--- src/hw/rtl/qkpd_pkg.sv ---
// shared types and constants for the knob to pwm duty controller
// no dependencies; used by every module of the block
`default_nettype none
package qkpd_pkg;

	localparam int DataBits  = 16;
	localparam int StepBits  = 8;
	localparam int CountBits = 16;
	localparam int CmpBits   = (CountBits > DataBits) ? CountBits : DataBits;
	localparam int CfgIdxBits = 8;

	typedef logic [DataBits-1:0]   data_t;
	typedef logic [StepBits-1:0]   steps_t;
	typedef logic [CountBits-1:0]  count_t;
	typedef logic [CmpBits-1:0]    cmp_t;

	typedef enum logic [CfgIdxBits-1:0] {
		CFG_PWM_PERIOD = 8'd0,
		CFG_DUTY_STEPS = 8'd1
	} cfg_idx_t;

	localparam data_t  PeriodReset = 16'd1000;
	localparam steps_t StepsReset  = 8'd20;

	typedef struct packed {
		logic lower;
		logic raise;
	} detent_evt_t;

endpackage
`default_nettype wire

--- src/hw/rtl/quadrature_knob_pwm_duty.sv ---
// top level of the rotary knob to pwm duty controller
// depends on qkpd_pkg, qkpd_div and qkpd_detent
// Each input transaction is one timer tick carrying encoder pins A and B, and gives
// exactly one result transaction: pwm level, down/up detent leds and the duty after
// the tick. A result reaches the output register once its tick has passed through the
// bit-serial divider working out pwm_period / duty_steps, the divider finishing, the
// duty update and the hand-off. A new tick is taken only in the idle state after the
// hand-off, so the block works on one tick at a time. A result still waiting for
// out_ready at hand-off holds the block until it is taken. in_ready is low while a tick
// is being worked on; the next tick is taken while an earlier result still waits in the
// output register.
// Registers: index 0 pwm_period (reset 1000), index 1 duty_steps (reset 20, 0 acts
// as 1); other indices are ignored. Write them only while the block is idle.
`default_nettype none
module quadrature_knob_pwm_duty (
	input  wire logic               clk,
	input  wire logic               arst_n,
	input  wire logic               in_valid,
	output logic                    in_ready,
	input  wire logic               pin_a,
	input  wire logic               pin_b,
	output logic                    out_valid,
	input  wire logic               out_ready,
	output logic                    pwm_out,
	output logic                    down_led,
	output logic                    up_led,
	output qkpd_pkg::data_t         duty_now,
	input  wire logic               cfg_valid,
	output logic                    cfg_ready,
	input  wire logic [qkpd_pkg::CfgIdxBits-1:0] cfg_index,
	input  wire qkpd_pkg::data_t    cfg_data
);
	typedef enum logic [1:0] {
		S_IDLE = 2'd0,
		S_DIV  = 2'd1,
		S_UPD  = 2'd2,
		S_SEND = 2'd3
	} state_t;

	state_t                 state_q;
	qkpd_pkg::data_t        period_q;
	qkpd_pkg::steps_t       steps_q;
	qkpd_pkg::count_t       tick_q;
	qkpd_pkg::data_t        duty_q;
	logic                   down_q;
	logic                   up_q;
	logic                   pin_a_q;
	logic                   pin_b_q;
	logic                   res_pwm_q;

	logic                   out_valid_q;
	logic                   pwm_out_q;
	logic                   down_led_q;
	logic                   up_led_q;
	qkpd_pkg::data_t        duty_now_q;

	logic                   accept;
	logic                   div_done;
	qkpd_pkg::data_t        step;
	qkpd_pkg::steps_t       divisor;
	qkpd_pkg::detent_evt_t  evt;
	qkpd_pkg::data_t        dclamp;
	qkpd_pkg::data_t        duty_d;
	qkpd_pkg::count_t       tick_plus;
	qkpd_pkg::count_t       tick_d;
	logic                   pwm_d;
	logic                   slot_free;

	assign accept    = in_valid && in_ready;
	assign in_ready  = (state_q == S_IDLE);
	assign cfg_ready = 1'b1;
	assign divisor   = (steps_q == '0) ? qkpd_pkg::steps_t'(1) : steps_q;
	assign slot_free = !out_valid_q || out_ready;

	qkpd_div u_div (
		.clk      (clk),
		.arst_n   (arst_n),
		.start    (accept),
		.dividend (period_q),
		.divisor  (divisor),
		.done     (div_done),
		.quotient (step)
	);

	qkpd_detent u_detent (
		.clk    (clk),
		.arst_n (arst_n),
		.adv    (state_q == S_UPD),
		.a      (pin_a_q),
		.b      (pin_b_q),
		.evt    (evt)
	);

	always_comb begin
		dclamp = (duty_q > period_q) ? period_q : duty_q;
		pwm_d  = qkpd_pkg::cmp_t'(dclamp) > qkpd_pkg::cmp_t'(tick_q);
		duty_d = dclamp;
		if (evt.lower) begin
			if (dclamp >= step)
				duty_d = dclamp - step;
		end else if (evt.raise) begin
			if (dclamp <= period_q - step)
				duty_d = dclamp + step;
		end
		tick_plus = tick_q + qkpd_pkg::count_t'(1);
		if (qkpd_pkg::cmp_t'(tick_plus) >= qkpd_pkg::cmp_t'(period_q)
				|| qkpd_pkg::cmp_t'(tick_q) >= qkpd_pkg::cmp_t'(period_q))
			tick_d = '0;
		else
			tick_d = tick_plus;
	end

	always_ff @(posedge clk) begin
		if (accept) begin
			pin_a_q <= pin_a;
			pin_b_q <= pin_b;
		end
		if (state_q == S_UPD)
			res_pwm_q <= pwm_d;
	end

	always_ff @(posedge clk or negedge arst_n) begin
		if (!arst_n) begin
			state_q     <= S_IDLE;
			period_q    <= qkpd_pkg::PeriodReset;
			steps_q     <= qkpd_pkg::StepsReset;
			tick_q      <= '0;
			duty_q      <= '0;
			down_q      <= 1'b0;
			up_q        <= 1'b0;
			out_valid_q <= 1'b0;
			pwm_out_q   <= 1'b0;
			down_led_q  <= 1'b0;
			up_led_q    <= 1'b0;
			duty_now_q  <= '0;
		end else begin
			if (cfg_valid && cfg_ready) begin
				if (cfg_index == qkpd_pkg::CFG_PWM_PERIOD)
					period_q <= cfg_data;
				else if (cfg_index == qkpd_pkg::CFG_DUTY_STEPS)
					steps_q <= cfg_data[qkpd_pkg::StepBits-1:0];
			end
			if (out_valid_q && out_ready)
				out_valid_q <= 1'b0;
			case (state_q)
				S_IDLE: begin
					if (accept)
						state_q <= S_DIV;
				end
				S_DIV: begin
					if (div_done)
						state_q <= S_UPD;
				end
				S_UPD: begin
					duty_q <= duty_d;
					tick_q <= tick_d;
					if (evt.lower) begin
						down_q <= 1'b1;
						up_q   <= 1'b0;
					end else if (evt.raise) begin
						down_q <= 1'b0;
						up_q   <= 1'b1;
					end
					state_q <= S_SEND;
				end
				S_SEND: begin
					if (slot_free) begin
						out_valid_q <= 1'b1;
						pwm_out_q   <= res_pwm_q;
						down_led_q  <= down_q;
						up_led_q    <= up_q;
						duty_now_q  <= duty_q;
						state_q     <= S_IDLE;
					end
				end
				default: state_q <= S_IDLE;
			endcase
		end
	end

	assign out_valid = out_valid_q;
	assign pwm_out   = pwm_out_q;
	assign down_led  = down_led_q;
	assign up_led    = up_led_q;
	assign duty_now  = duty_now_q;

`ifndef SYNTHESIS
	a_leds_exclusive: assert property (@(posedge clk) disable iff (!arst_n)
		out_valid |-> !(down_led && up_led))
		else $error("down and up leds both lit");

	a_busy_after_accept: assert property (@(posedge clk) disable iff (!arst_n)
		accept |=> !in_ready)
		else $error("ready again straight after a tick was accepted");

	a_div_done_in_div: assert property (@(posedge clk) disable iff (!arst_n)
		div_done |-> (state_q == S_DIV))
		else $error("divider finished outside the divide phase");

	a_one_result_per_tick: assert property (@(posedge clk) disable iff (!arst_n)
		(state_q == S_SEND && slot_free) |=> (out_valid && in_ready))
		else $error("result hand-off did not complete");
`endif
endmodule
`default_nettype wire

--- src/hw/rtl/qkpd_div.sv ---
// bit-serial restoring divider, one quotient bit per cycle
// depends on qkpd_pkg
`default_nettype none
module qkpd_div (
	input  wire logic             clk,
	input  wire logic             arst_n,
	input  wire logic             start,
	input  wire qkpd_pkg::data_t  dividend,
	input  wire qkpd_pkg::steps_t divisor,
	output logic                  done,
	output qkpd_pkg::data_t       quotient
);
	localparam int IterBits = $clog2(qkpd_pkg::DataBits);

	logic                       busy_q;
	logic                       done_q;
	logic [IterBits-1:0]        cnt_q;
	qkpd_pkg::data_t            quot_q;
	qkpd_pkg::steps_t           rem_q;
	qkpd_pkg::steps_t           dsr_q;
	logic [qkpd_pkg::StepBits:0] trial;
	logic [qkpd_pkg::StepBits:0] diff;
	logic                       ge;

	assign trial = {rem_q, quot_q[qkpd_pkg::DataBits-1]};
	assign ge    = trial >= {1'b0, dsr_q};
	assign diff  = trial - {1'b0, dsr_q};

	always_ff @(posedge clk or negedge arst_n) begin
		if (!arst_n) begin
			busy_q <= 1'b0;
			done_q <= 1'b0;
			cnt_q  <= '0;
		end else begin
			done_q <= 1'b0;
			if (start) begin
				busy_q <= 1'b1;
				cnt_q  <= '0;
			end else if (busy_q) begin
				cnt_q <= cnt_q + IterBits'(1);
				if (cnt_q == IterBits'(qkpd_pkg::DataBits - 1)) begin
					busy_q <= 1'b0;
					done_q <= 1'b1;
				end
			end
		end
	end

	always_ff @(posedge clk) begin
		if (start) begin
			quot_q <= dividend;
			rem_q  <= '0;
			dsr_q  <= divisor;
		end else if (busy_q) begin
			quot_q <= {quot_q[qkpd_pkg::DataBits-2:0], ge};
			rem_q  <= ge ? diff[qkpd_pkg::StepBits-1:0] : trial[qkpd_pkg::StepBits-1:0];
		end
	end

	assign done     = done_q;
	assign quotient = quot_q;
endmodule
`default_nettype wire

--- src/hw/rtl/qkpd_detent.sv ---
// quadrature detent tracker: phase register and detent events
// depends on qkpd_pkg
`default_nettype none
module qkpd_detent (
	input  wire logic               clk,
	input  wire logic               arst_n,
	input  wire logic               adv,
	input  wire logic               a,
	input  wire logic               b,
	output qkpd_pkg::detent_evt_t   evt
);
	typedef enum logic [2:0] {
		PH_IDLE   = 3'd0,
		PH_HALF_B = 3'd1,
		PH_FULL_B = 3'd2,
		PH_HALF_A = 3'd3,
		PH_FULL_A = 3'd4,
		PH_DONE   = 3'd5
	} phase_t;

	phase_t phase_q;
	phase_t phase_d;

	assign evt.lower = a && !b && (phase_q == PH_FULL_B);
	assign evt.raise = !a && b && (phase_q == PH_FULL_A);

	always_comb begin
		phase_d = phase_q;
		case ({a, b})
			2'b11: phase_d = PH_IDLE;
			2'b10: begin
				if (phase_q == PH_FULL_B)
					phase_d = PH_DONE;
				else if (phase_q == PH_IDLE)
					phase_d = PH_HALF_A;
			end
			2'b01: begin
				if (phase_q == PH_FULL_A)
					phase_d = PH_DONE;
				else if (phase_q == PH_IDLE)
					phase_d = PH_HALF_B;
			end
			2'b00: begin
				if (phase_q == PH_HALF_B)
					phase_d = PH_FULL_B;
				else if (phase_q == PH_HALF_A)
					phase_d = PH_FULL_A;
			end
			default: phase_d = phase_q;
		endcase
	end

	always_ff @(posedge clk or negedge arst_n) begin
		if (!arst_n)
			phase_q <= PH_IDLE;
		else if (adv)
			phase_q <= phase_d;
	end
endmodule
`default_nettype wire
--- config.mk ---
export PLATFORM = sky130hd
export DESIGN_NAME = quadrature_knob_pwm_duty
export DESIGN_NICKNAME = d
export VERILOG_FILES = /design/src/hw/rtl/qkpd_pkg.sv /design/src/hw/rtl/quadrature_knob_pwm_duty.sv /design/src/hw/rtl/qkpd_div.sv /design/src/hw/rtl/qkpd_detent.sv
export SDC_FILE = /design/constraint.sdc
export NUM_CORES = 1
export LEC_CHECK = 0
export ABC_AREA = 1
export BUFFER_PORTS_ARGS = -buffer_cell sky130_fd_sc_hd__buf_4
export CAP_MARGIN = 10
export CORE_MARGIN = 1.5
export CORE_UTILIZATION = 60
export CTS_CLUSTER_SIZE = 14
export DETAILED_ROUTE_END_ITERATION = 10
export PLACE_DENSITY = 0.75
export SETUP_SLACK_MARGIN = 0.4
export SKIP_LAST_GASP = 1
export SLEW_MARGIN = 15
export SYNTH_ARGS = -nofsm -noshare
export SYNTH_HDL_FRONTEND = slang
export SYNTH_HIERARCHICAL = 1
export SYNTH_SLANG_ARGS = --single-unit
--- constraint.sdc ---
create_clock -name clk -period 5 [get_ports clk]
set_clock_uncertainty 0.2 [all_clocks]
set_input_delay 0.5 -clock clk [delete_from_list [all_inputs] [get_ports clk]]
set_output_delay 0.5 -clock clk [all_outputs]
set_load 0.1 [all_outputs]
Word level (Yosys, flattened, before mapping)
Index checks and enable logic that the tools add are counted.
{"block": "classes", "n_addsub": 6, "order_cmp": 7, "n_eq_ne": 18, "mux": 35, "bitwise": 1, "reduce_logical": 24}
{"op": "16-bit two-way mux", "count": 8}
{"op": "16-bit >= comparator", "count": 3}
{"op": "16-bit > comparator", "count": 2}
{"op": "16-bit subtractor", "count": 2}
{"op": "3-bit two-way mux", "count": 6}
{"op": "16-bit by 1-bit adder with 16-bit output, second input constant", "count": 1}
{"op": "16-bit adder", "count": 1}
{"op": "16-bit <= comparator", "count": 1}
{"op": "8-bit logical NOT", "count": 2}
{"op": "1-bit two-way mux", "count": 13}
{"op": "3-bit case mux with 4 select lines", "count": 1}
{"op": "9-bit by 8-bit >= comparator with 1-bit output", "count": 1}
{"op": "3-bit by 1-bit != test with 1-bit output, second input constant", "count": 3}
{"op": "2-bit == test, second input constant", "count": 4}
{"op": "8-bit by 1-bit == test with 1-bit output, second input constant", "count": 1}
{"op": "4-bit two-way mux", "count": 2}
{"op": "8-bit two-way mux", "count": 1}
{"op": "2-bit case mux with 4 select lines", "count": 1}
{"op": "8-bit subtractor", "count": 1}
{"op": "3-bit by 2-bit == test with 1-bit output, second input constant", "count": 2}
{"op": "1-bit logical AND", "count": 6}
{"op": "2-bit two-way mux", "count": 3}
{"op": "2-bit AND reduction", "count": 3}
{"op": "3-bit AND reduction", "count": 2}
{"op": "other kinds (14)", "count": 21}
{"block": "totals", "regBits": 124, "out_inout_bits": 22, "wordCells": 113}

Longest topological paths before layout
Gate-level depths: netlist (run 1).
{"block": "logic_depth", "depth_word": 6, "mapped_depth": 34, "ltp_nobuf": 33}

By module
Netlist (run 1), hierarchy kept.
{"mod": "quadrature_knob_pwm_duty", "n_inst": 1, "cells_per_inst": 1248, "area_each_um2": 8998.6}
{"mod": "qkpd_div", "n_inst": 1, "cells_per_inst": 233, "area_each_um2": 2011.9}
{"mod": "qkpd_detent", "n_inst": 1, "cells_per_inst": 42, "area_each_um2": 271.5}

Least setup slack after synthesis (run 1)
Ideal clock, no wire load.
{"block": "synth_path", "path_type": "reg2reg", "start": "reg period_q[9]", "end": "reg duty_q[11]", "setup_ns": 0.116, "t_arrival_ns": 3.310, "slack_ns": 1.373, "path_stages_with_launch": 27, "path_buffers": 1, "cell_sequence": "dfstp_2 inv_1 ha_1 nand4_1 nor3_4 nand2_2 nand2_4 nand2_4 nand2_1 nand2_1 inv_1 ha_1 inv_1 fa_1 nand3_1 nand3_2 nand2_1 nand3_2 nand3_2 nand2_2 inv_2 buf_6 nand3_2 nand3_2 nand2_1 nand2_1 nand2_1"}
{"block": "synth_via", "elab_chain_len": 6, "word_cells_on_any_way": 11}
{"item": "from (decl)", "line": "quadrature_knob_pwm_duty.sv:41", "source": "qkpd_pkg::data_t period_q;"}
{"item": "from (signal assigned)", "line": "quadrature_knob_pwm_duty.sv:125", "source": "period_q <= qkpd_pkg::PeriodReset;"}
{"item": "from (signal assigned)", "line": "quadrature_knob_pwm_duty.sv:139", "source": "period_q <= cfg_data;"}
{"item": "16-bit > comparator", "line": "quadrature_knob_pwm_duty.sv:95", "source": "dclamp = (duty_q > period_q) ? period_q : duty_q;"}
{"item": "16-bit two-way mux", "line": "quadrature_knob_pwm_duty.sv:95"}
{"item": "16-bit adder / 16-bit <= comparator (equally long branches)", "line": "quadrature_knob_pwm_duty.sv:103, quadrature_knob_pwm_duty.sv:102"}
{"item": "16-bit two-way mux", "line": "quadrature_knob_pwm_duty.sv:102", "source": "if (dclamp <= period_q - step)"}
{"item": "16-bit two-way mux", "line": "quadrature_knob_pwm_duty.sv:101", "source": "end else if (evt.raise) begin"}
{"item": "16-bit two-way mux *", "line": "quadrature_knob_pwm_duty.sv:98", "source": "if (evt.lower) begin"}
{"item": "to (signal assigned)", "line": "quadrature_knob_pwm_duty.sv:155", "source": "duty_q <= duty_d;"}
{"item": "to (decl)", "line": "quadrature_knob_pwm_duty.sv:44", "source": "qkpd_pkg::data_t duty_q;"}
Mark *: on every way between the ends. The rest lies on a longest branch, timed or not.
A chain may end at the register's enable or synchronous reset.

Final worst setup path (run 1)
{"block": "layout_path", "start": "reg period_q[9]", "end": "reg duty_q[15]"}
The elaborated chain is that of the path after synthesis.

==> results of run 1 <==
==> sequential cells by signal, summed over array words and instances (netlist names), 2 cells and up <==
register and cells:
steps_q 8, duty_now 16, u_div/dsr_q 8, u_div/rem_q 8, period_q 16, u_div/quotient 16
state_q 2, u_detent/phase_q 3, tick_q 16, duty_q 16, u_div/cnt_q 4
==> logic make-up after synthesis <==
| logic type | synth area share |
|---|---|
| adder cells (fa/ha/maj) | 0.1668 |
| XOR/XNOR | 0.03493 |
| AND/OR/NAND/NOR | 0.3134 |
| flip-flops | 0.2844 |
| other | 0.0003324 |
| multiplexers | 0.01597 |
| AO/OA/AOI/OAI | 0.09194 |
| buffers and inverters | 0.09227 |
==> worst max-delay path: stages (launching register included) <==
cell and delay (ns):
dfstp_2 0.57, inv_1 0.11, ha_1 0.31, nand4_1 0.15, nor3_4 0.27, nand2_2 0.13, nand2_8 0.13, nand2_8 0.13
buf_4 0.18, nand2_4 0.06, nand2_1 0.13, ha_1 0.52, inv_2 0.10, o21bai_1 0.22, nand3_1 0.10, nand2_1 0.13
a21oi_1 0.07, nand2_2 0.14, buf_4 0.21, nand3_2 0.15, nand3_2 0.10, nand2_1 0.06, nand2_1 0.05, nand2_1 0.06
==> synth_stat cells, types with 11 or more instances <==
master | n | area (um2)
a21oi_1 | 95 | 475.5
buf_2 | 12 | 60.06
clkbuf_1 | 18 | 67.56
dfrtp_1 | 81 | 2027
edfxtp_1 | 27 | 810.8
ha_1 | 144 | 1802
inv_1 | 173 | 649.4
inv_2 | 16 | 60.06
mux2_2 | 16 | 180.2
nand2_1 | 430 | 1614
nand2_2 | 12 | 75.07
nand3_1 | 132 | 660.6
nand3_2 | 26 | 260.3
nand4_1 | 23 | 143.9
nor2_1 | 73 | 274.0
nor3_1 | 12 | 60.06
o21ai_0 | 56 | 280.3
o21ai_1 | 20 | 100.1
xnor2_1 | 11 | 96.34
xor2_1 | 34 | 297.8
==> routing by layer <==
metal | track usage | vias to the layer above | routed length, um
li1 | - | 5114 | -
met1 | 0.4888 | 4852 | 14700
met2 | 0.5187 | 406 | 14120
met3 | 0.05060 | 57 | 2754
met4 | 0.1042 | 0 | 787
met5 | 0 | - | 0
==> what timing repair did <==
action / in CTS / in global routing
setup endpoints to repair: 0 / 16
resized for setup: 0 / 9
hold endpoints to repair: 28 / 0
hold buffers: 1 / 0
setup buffers: 0 / 7
==> stage by stage <==
stage               area [um2]  setup WS, ns  power [W]  std cells
finish                   12420        0.5862   0.008737       1811
global route             12420        0.3525   0.009409       1811
detailed placement       11760        0.5599   0.007386       1771
global placement         11760        0.6255   0.007322       1771
CTS                      12310        0.5294   0.008599       1804
floorplan                11280         1.373   0.006029       1523
==> cell type report <==
cell class	count	area share
clock buffers	20	0.03678
clock inverters	12	0.006851
inverters	190	0.05763
multi-input cells	1159	0.5695
flip-flops and latches	124	0.2584
well taps	229	0.02307
repair buffers	77	0.04776
==> worst paths after layout <==
kind | slack, ns | depth (start not counted) | end
worst min-delay path | 0.04 | 1 | pin_a_q$_DFFE_PP_
worst max register to register | 0.59 | 23 | duty_q[15]$_DFFE_PN0P_
worst max-delay path | 0.59 | 23 | duty_q[15]$_DFFE_PN0P_
min in group asynchronous | 0.38 | 2 | out_valid$_DFF_PN0_
max in group asynchronous | 3.10 | 3 | duty_q[14]$_DFFE_PN0P_
worst min register to register | 0.27 | 2 | u_div/rem_q[1]$_SDFFE_PP0P_
==> report_power, final <==
| group | switching [W] | internal (W) | total [W] |
|---|---|---|---|
| Sequential | 0.000326 | 0.00141 | 0.00174 |
| Combinational | 0.00396 | 0.00186 | 0.00582 |
| Clock | 0.000515 | 0.000665 | 0.00118 |
==> impl_metrics.ini, run 1 <==
[run_status]
status = finished clean

[grt]
grt_pass1_vias = 9788
grt_usage = 0.3367
grt_pass1_wl_um = 51190
gr-total-overflow = 0
grt_max_degree = 56
antenna_found_initial = 0

[final_layout]
fin_nets = 1748
diodes = 0
multi_input_area_um2 = 7072
drive_above_1_share = 0.1410
final_cell_mix = nand2_1 (430), inv_1 (173), ha_1 (142), nand3_1 (132), a21oi_1 (94)
area_delta_synth_final_pct = 10.07
mostFrequentLayoutCell = nand2_1
fillers = 1610
fin_util = 0.6820
regArea_um2 = 3209

[synthesis]
mappedNetlistNets = 1702
synth-edff-count = 27
synth-seq-cells = 124
synth.distinct_cells = 55
async_flop_share = 0.7177
ys_warn_count = 6
yosysSeqAreaShare = 0.2844
synth.cell_area_um2 = 11280
syn_avg_cell_area_um2 = 7.408
ys.flop_type = dfrtp_1
synthCells = 1523

[detailed_routing]
drtIter0Drc = 913
drc = 0
totalWireLength_um = 32360
ant_nets = 0
drtPass1Iterations = 5
vias = 10430
wl_per_cell_um = 17.87
vias_per_cell = 5.759

[run]
maxCapViolations = 0

[sta]
min_period_ns = 4.414
hold_ws_ns = 0.04165
fin_crit_sh = 0.8828
slew_violations = 0
relSlewSlack = 0.2722
rsz0062_at_grt = false
timing_hold_violations_final = 0
fin_tns_setup_ns = 0
max_freq_ghz = 0.2266
worst_slew_pin_slew_ns = 1.091
setup_viol = 0

[critical_path]
cp-end-kind = flop
startpoint = period_q[9]$_DFFE_PN1P_
critical_path_class = reg -> reg
cp-start-kind = flop
critPathMaxFanout = 15
cp.arrival_ns = 4.53
worst_r2r_startpoint = period_q[9]$_DFFE_PN1P_
crit_required_ns = 5.12

[floorplan]
core_region_area_um2 = 18210
fp.dieH_um = 140.1
num_io_pins = 53
std_cell_rows = 49
die-area_um2 = 19640
chipWidth_um = 140.1
initial_core_util = 0.6196

[place]
routabilityCongestion = 0.9786
hpwl_um = 25080
portBuffers = 51

[pwr]
p_per_area_nw_per_um2 = 703.5
vdd_drop_max_uv = 525.8
p_leak_nw = 6.734

[cts]
cts_tree = done
cts_buffers = 17
clock_path_buffers = 2
clock-root-buffer = clkbuf_16
clk_latency_ns = 0.43
path_clk_slew_ns = 0.07
cts.sinks = 124
htree_levels = 4

[worst_hold_path]
hp-start = pin_a
holdCritPathClass = in -> reg
(Power assumes the default switching activity.)
==> run 2, diff against run 1 <==
- BUFFER_PORTS_ARGS: -buffer_cell sky130_fd_sc_hd__buf_4 -> -buffer_cell sky130_fd_sc_hd__buf_2
==> run 2 against run 1 <==
Clock-buffer cell count is 1 lower. Critical endpoint is now duty_q[9]$_DFFE_PN0P_. Fmax is 0.32% higher. Clock power is 3% higher. Total power is 2.0% higher. Non-clock buffer count is 18 higher. Worst setup slack better by 0.014 ns.
==> impl_metrics.ini, run 2 (same netlist as run 1, synthesis figures left out) <==
[run_status]
status = finished clean

[final_layout]
mostFrequentLayoutCell = nand2_1
drive_above_1_share = 0.1519
fin_nets = 1766
area_delta_synth_final_pct = 10.57
regArea_um2 = 3208
fillers = 1544
final_cell_mix = nand2_1 (430), inv_1 (172), ha_1 (140), nand3_1 (132), a21oi_1 (94)
multi_input_area_um2 = 7084
diodes = 0

[grt]
antenna_found_initial = 0
grt_pass1_wl_um = 51410
grt_pass1_vias = 9902
grt_max_degree = 53
grt_usage = 0.3357
gr-total-overflow = 0

[critical_path]
startpoint = period_q[7]$_DFFE_PN1P_
critPathMaxFanout = 17
crit_required_ns = 5.11
cp-end-kind = flop
r2r_end = duty_q[9]$_DFFE_PN0P_
rr_worst_depth = 26
regToRegSetupSlack_ns = 0.60
critical_path_class = reg -> reg
cp-start-kind = flop
worst_r2r_startpoint = period_q[7]$_DFFE_PN1P_
cp.arrival_ns = 4.51

[cts]
cts_buffers = 17
clock-root-buffer = clkbuf_16
cts.sinks = 124
clock_path_buffers = 2
clk_latency_ns = 0.42
htree_levels = 4
cts_tree = done
path_clk_slew_ns = 0.06

[sta]
setup_viol = 0
timing_hold_violations_final = 0
fin_tns_setup_ns = 0
min_period_ns = 4.400
fin_crit_sh = 0.8799
rsz0062_at_grt = false
max_freq_ghz = 0.2273
worst_slew_pin_slew_ns = 1.004
slew_violations = 0
relSlewSlack = 0.3289

[place]
routabilityCongestion = 0.9969
portBuffers = 51
hpwl_um = 24870

[floorplan]
fp.dieH_um = 140.1
die-area_um2 = 19640
initial_core_util = 0.6196
std_cell_rows = 49
chipWidth_um = 140.1
core_region_area_um2 = 18210
num_io_pins = 53

[detailed_routing]
wl_per_cell_um = 17.57
ant_nets = 0
drc = 0
vias_per_cell = 5.804
drtIter0Drc = 789
drtPass1Iterations = 5
totalWireLength_um = 32140
vias = 10620

[pwr]
power_w = 0.008909
p_leak_nw = 6.793
p_per_area_nw_per_um2 = 714.1
vdd_drop_max_uv = 541.6

[worst_hold_path]
holdCritPathClass = in -> reg
holdPathEnd = pin_a_q$_DFFE_PP_
whs_path_depth = 1
hp-start = pin_a

[run]
maxCapViolations = 0
run 2: cell types whose count changed in the layout (fill, tap and decap cells not counted), sizes merged:
cell      change
buf          +18
clkbuf        -1
inv           -4
clkinv        +2
clkinvlp      +1
bufinv        +2
run 2: cell type report:
class                   count  area share
clock buffers              19     0.03470
inverters                 190     0.05757
clock inverters            13     0.01133
repair buffers             95     0.04834
multi-input cells        1159      0.5679
well taps                 229     0.02297
flip-flops and latches    124      0.2572
run 2: what timing repair did:
| item | 4_1_cts | 5_1_grt |
|---|---|---|
| setup buffers | 0 | 16 |
| endpoints found under the hold margin | 34 | 0 |
| endpoints found under the setup margin | 2 | 16 |
| resized for setup | 1 | 12 |
| pin swaps | 0 | 4 |
| hold buffers | 1 | 0 |
run 2: power breakdown:
group / switching, W / internal (W)
Sequential: 0.000320 / 0.00141
Clock: 0.000483 / 0.000737
Combinational: 0.00405 / 0.00191
Total: 0.00485 / 0.00405
run 2: worst max-delay path by stage:
stage	endpoint	slack (ns)	depth (start not counted)
after detailed placement	duty_q[12]$_DFFE_PN0P_	0.36	27
after CTS	duty_q[12]$_DFFE_PN0P_	0.46	27
final	duty_q[9]$_DFFE_PN0P_	0.60	26
after global placement	duty_q[12]$_DFFE_PN0P_	0.53	25
after floorplan	duty_q[11]$_DFFE_PN0P_	1.37	26
after global routing	duty_q[10]$_DFFE_PN0P_	0.39	24
run 2: per-layer routing:
layer | vias up | GRT usage | wire length, um
li1 | 5130 | - | -
met1 | 4952 | 0.4964 | 14590
met2 | 487 | 0.5135 | 14030
met3 | 47 | 0.05915 | 2967
met4 | 0 | 0.07479 | 542
met5 | - | 0 | 0
run 2: stage by stage:
stage	std cells	utilization	hold slack [ns]	setup slack, ns	area [um2]
2_1_floorplan	1523	-	0.004409	1.373	11280
3_3_place_gp	1780	0.6428	0.2555	0.5329	11700
3_5_place_dp	1780	0.6428	0.2578	0.3574	11700
4_1_cts	1813	0.6750	0.03936	0.4556	12290
5_1_grt	1829	0.6851	0.04319	0.3943	12470
6_report	1829	0.6851	0.04988	0.6004	12470
run 2: critical path, cell delays in order, from the launching register on:
cell and delay (ns):
dfstp_2 0.59, inv_1 0.11, ha_1 0.32, nand2_1 0.08
nor2_2 0.18, nand2_1 0.08, nand2_1 0.07, nand2_2 0.08
nand2_8 0.16, nand2_8 0.11, buf_4 0.16, buf_4 0.13
nand2_4 0.06, nand2_1 0.12, buf_4 0.19, ha_1 0.33
a21oi_1 0.14, nand2_1 0.07, a21oi_1 0.12, nand2_1 0.08
nand2_1 0.08, buf_4 0.21, nand4_1 0.22, nand3_1 0.18
nand2_1 0.07, nand2_1 0.06, nand2_1 0.05
==> run 3, diff against run 2 <==
--- a/config.mk
+++ b/config.mk
@@ -10,3 +10,3 @@
 export CAP_MARGIN = 10
-export CORE_MARGIN = 1.5
+export CORE_MARGIN = 10
 export CORE_UTILIZATION = 60
--- a/constraint.sdc
+++ b/constraint.sdc
@@ -4,2 +4,2 @@
 set_output_delay 0.5 -clock clk [all_outputs]
-set_load 0.1 [all_outputs]
+set_load 0.005 [all_outputs]
==> run 3 against run 2 <==
Design area shrank 0.61%. Global-route usage shrank 7.1 points. First-iteration DRC count grew 17%. Critical path type unchanged. Largest cell class unchanged. Routed wire length is essentially flat. Cell count shrank 0.22%. Sequential power is essentially flat. Worst setup slack gained 0.040 ns.
==> impl_metrics.ini, run 3 (same netlist as run 1, synthesis figures left out) <==
[cts]
htree_levels = 4
clock_path_buffers = 2
clock-root-buffer = clkbuf_16
path_clk_slew_ns = 0.06
cts_buffers = 17
cts.sinks = 124
clk_latency_ns = 0.43
cts_tree = done

[critical_path]
critPathMaxFanout = 17
crit_chain = inv_1 -> ha_1 -> nand4_1 -> nor3_4 -> nand2_2 -> nand2_8 -> nand2_8 -> buf_4 -> nand2_4 -> nand2_1 -> buf_4 -> ha_1 -> a21oi_1 -> nand2_1 -> a21oi_1 -> nand2_1 -> nand2_1 -> buf_4 -> nand4_1 -> nand3_1 -> nand2_1 -> nand2_1 -> nand2_1
critical_path_class = reg -> reg
slowest_stage = dfstp_2
cp-start-kind = flop
crit_required_ns = 5.12
rr_worst_depth = 23
cp-end-kind = flop
cp.arrival_ns = 4.47
worst_r2r_startpoint = period_q[9]$_DFFE_PN1P_
startpoint = period_q[9]$_DFFE_PN1P_
cp_common_cell = nand2_1
max_stage_delay_ns = 0.57

[sta]
fin_crit_sh = 0.8718
setup_viol = 0
max_freq_ghz = 0.2294
slew_violations = 0
timing_hold_violations_final = 0
rsz0062_at_grt = true
worst_slew_pin_slew_ns = 1.036
min_period_ns = 4.359
relSlewSlack = 0.3078
hold_ws_ns = 0.03892
fin_tns_setup_ns = 0

[floorplan]
chipWidth_um = 157.1
num_io_pins = 53
initial_core_util = 0.6072
std_cell_rows = 50
core_region_area_um2 = 18580
die-area_um2 = 24690
fp.dieH_um = 157.1

[final_layout]
mostFrequentLayoutCell = nand2_1
drive_above_1_share = 0.1446
final_cell_mix = nand2_1 (430), inv_1 (173), ha_1 (143), nand3_1 (132), a21oi_1 (93)
area_delta_synth_final_pct = 9.892
instances_no_fill = 1825
diodes = 0
fin_nets = 1757

[worst_hold_path]
hp-start = pin_a
holdCritPathClass = in -> reg
whs_path_depth = 1

[detailed_routing]
drc = 0
ant_nets = 0
totalWireLength_um = 32110
drtPass1Iterations = 6
vias = 10310
drtIter0Drc = 925
wl_per_cell_um = 17.59
vias_per_cell = 5.647

[place]
dp.cells = 1785
routabilityCongestion = 0.9705
portBuffers = 51
hpwl_um = 24990

[grt]
gr-total-overflow = 0
grt_usage = 0.2645
grt_pass1_vias = 9926
grt_max_degree = 54
antenna_found_initial = 0
grt_pass1_wl_um = 51390

[run]
maxCapViolations = 0

[pwr]
vdd_drop_max_uv = 486.7
p_per_area_nw_per_um2 = 662.9
p_leak_nw = 6.760
power_w = 0.008219

[run_status]
status = finished clean
[run 3: cell types whose count changed in the layout (fill, tap and decap cells not counted), sizes merged]
cell	before	now
buf	94	85
clkinv	8	4
inv	192	195
clkbuf	19	21
clkinvlp	1	0
[run 3: critical path: cells and delay by family, from the launching register on]
kind	cells	cell delay [ns]
simple gates	15	1.83
compound gates	2	0.33
buf+inv	4	0.67
flops	1	0.57
fa+ha+maj	2	0.64
[run 3: area by class of cell]
class	count	area [um2]
Clock buffer	21	460.4
Clock inverter	11	130.1
Fill cell	1630	6182
Inverter	190	715.7
Multi-Input combinational cell	1159	7068
Sequential cell	124	3208
Tap cell	234	292.8
Timing Repair Buffer	86	523.0
[run 3: path summary, 6_finish.rpt]
path                       slack [ns]                          end
min in group asynchronous        0.43          out_valid$_DFF_PN0_
hold / removal                   0.04            pin_a_q$_DFFE_PP_
hold reg to reg                  0.27  u_div/rem_q[1]$_SDFFE_PP0P_
setup reg to reg                 0.64       duty_q[11]$_DFFE_PN0P_
setup / recovery                 0.64       duty_q[11]$_DFFE_PN0P_
max in group asynchronous        3.12           up_led$_DFFE_PN0P_
[run 3: per-layer routing]
metal  GRT usage  up-vias  share of wire
met3     0.05022       47          0.074
met1      0.3632     4804           0.46
li1            -     5106              -
met4     0.07970        0          0.019
met2      0.4138      348           0.45
met5           0        -              0
[run 3: through the flow]
stage	instance area, um2	util	setup WS, ns
2_1_floorplan	11280	-	1.373
5_1_grt	12400	0.6673	0.3941
3_5_place_dp	11710	0.6302	0.3965
6_report	12400	0.6673	0.6408
4_1_cts	12310	0.6627	0.4430
3_3_place_gp	11710	0.6302	0.4679
[run 3: what timing repair did]
item,in CTS,in global routing
hold buffers,1,0
pin swaps,0,3
endpoints found under the setup margin,2,16
endpoints found under the hold margin,35,0
buffers inserted,0,7
gates resized for setup,1,6
[run 3: report_power, final]
group,switching [W],internal (W)
logic,0.00340,0.00183
clock network,0.000498,0.000768
registers,0.000318,0.00141
total,0.00421,0.00400
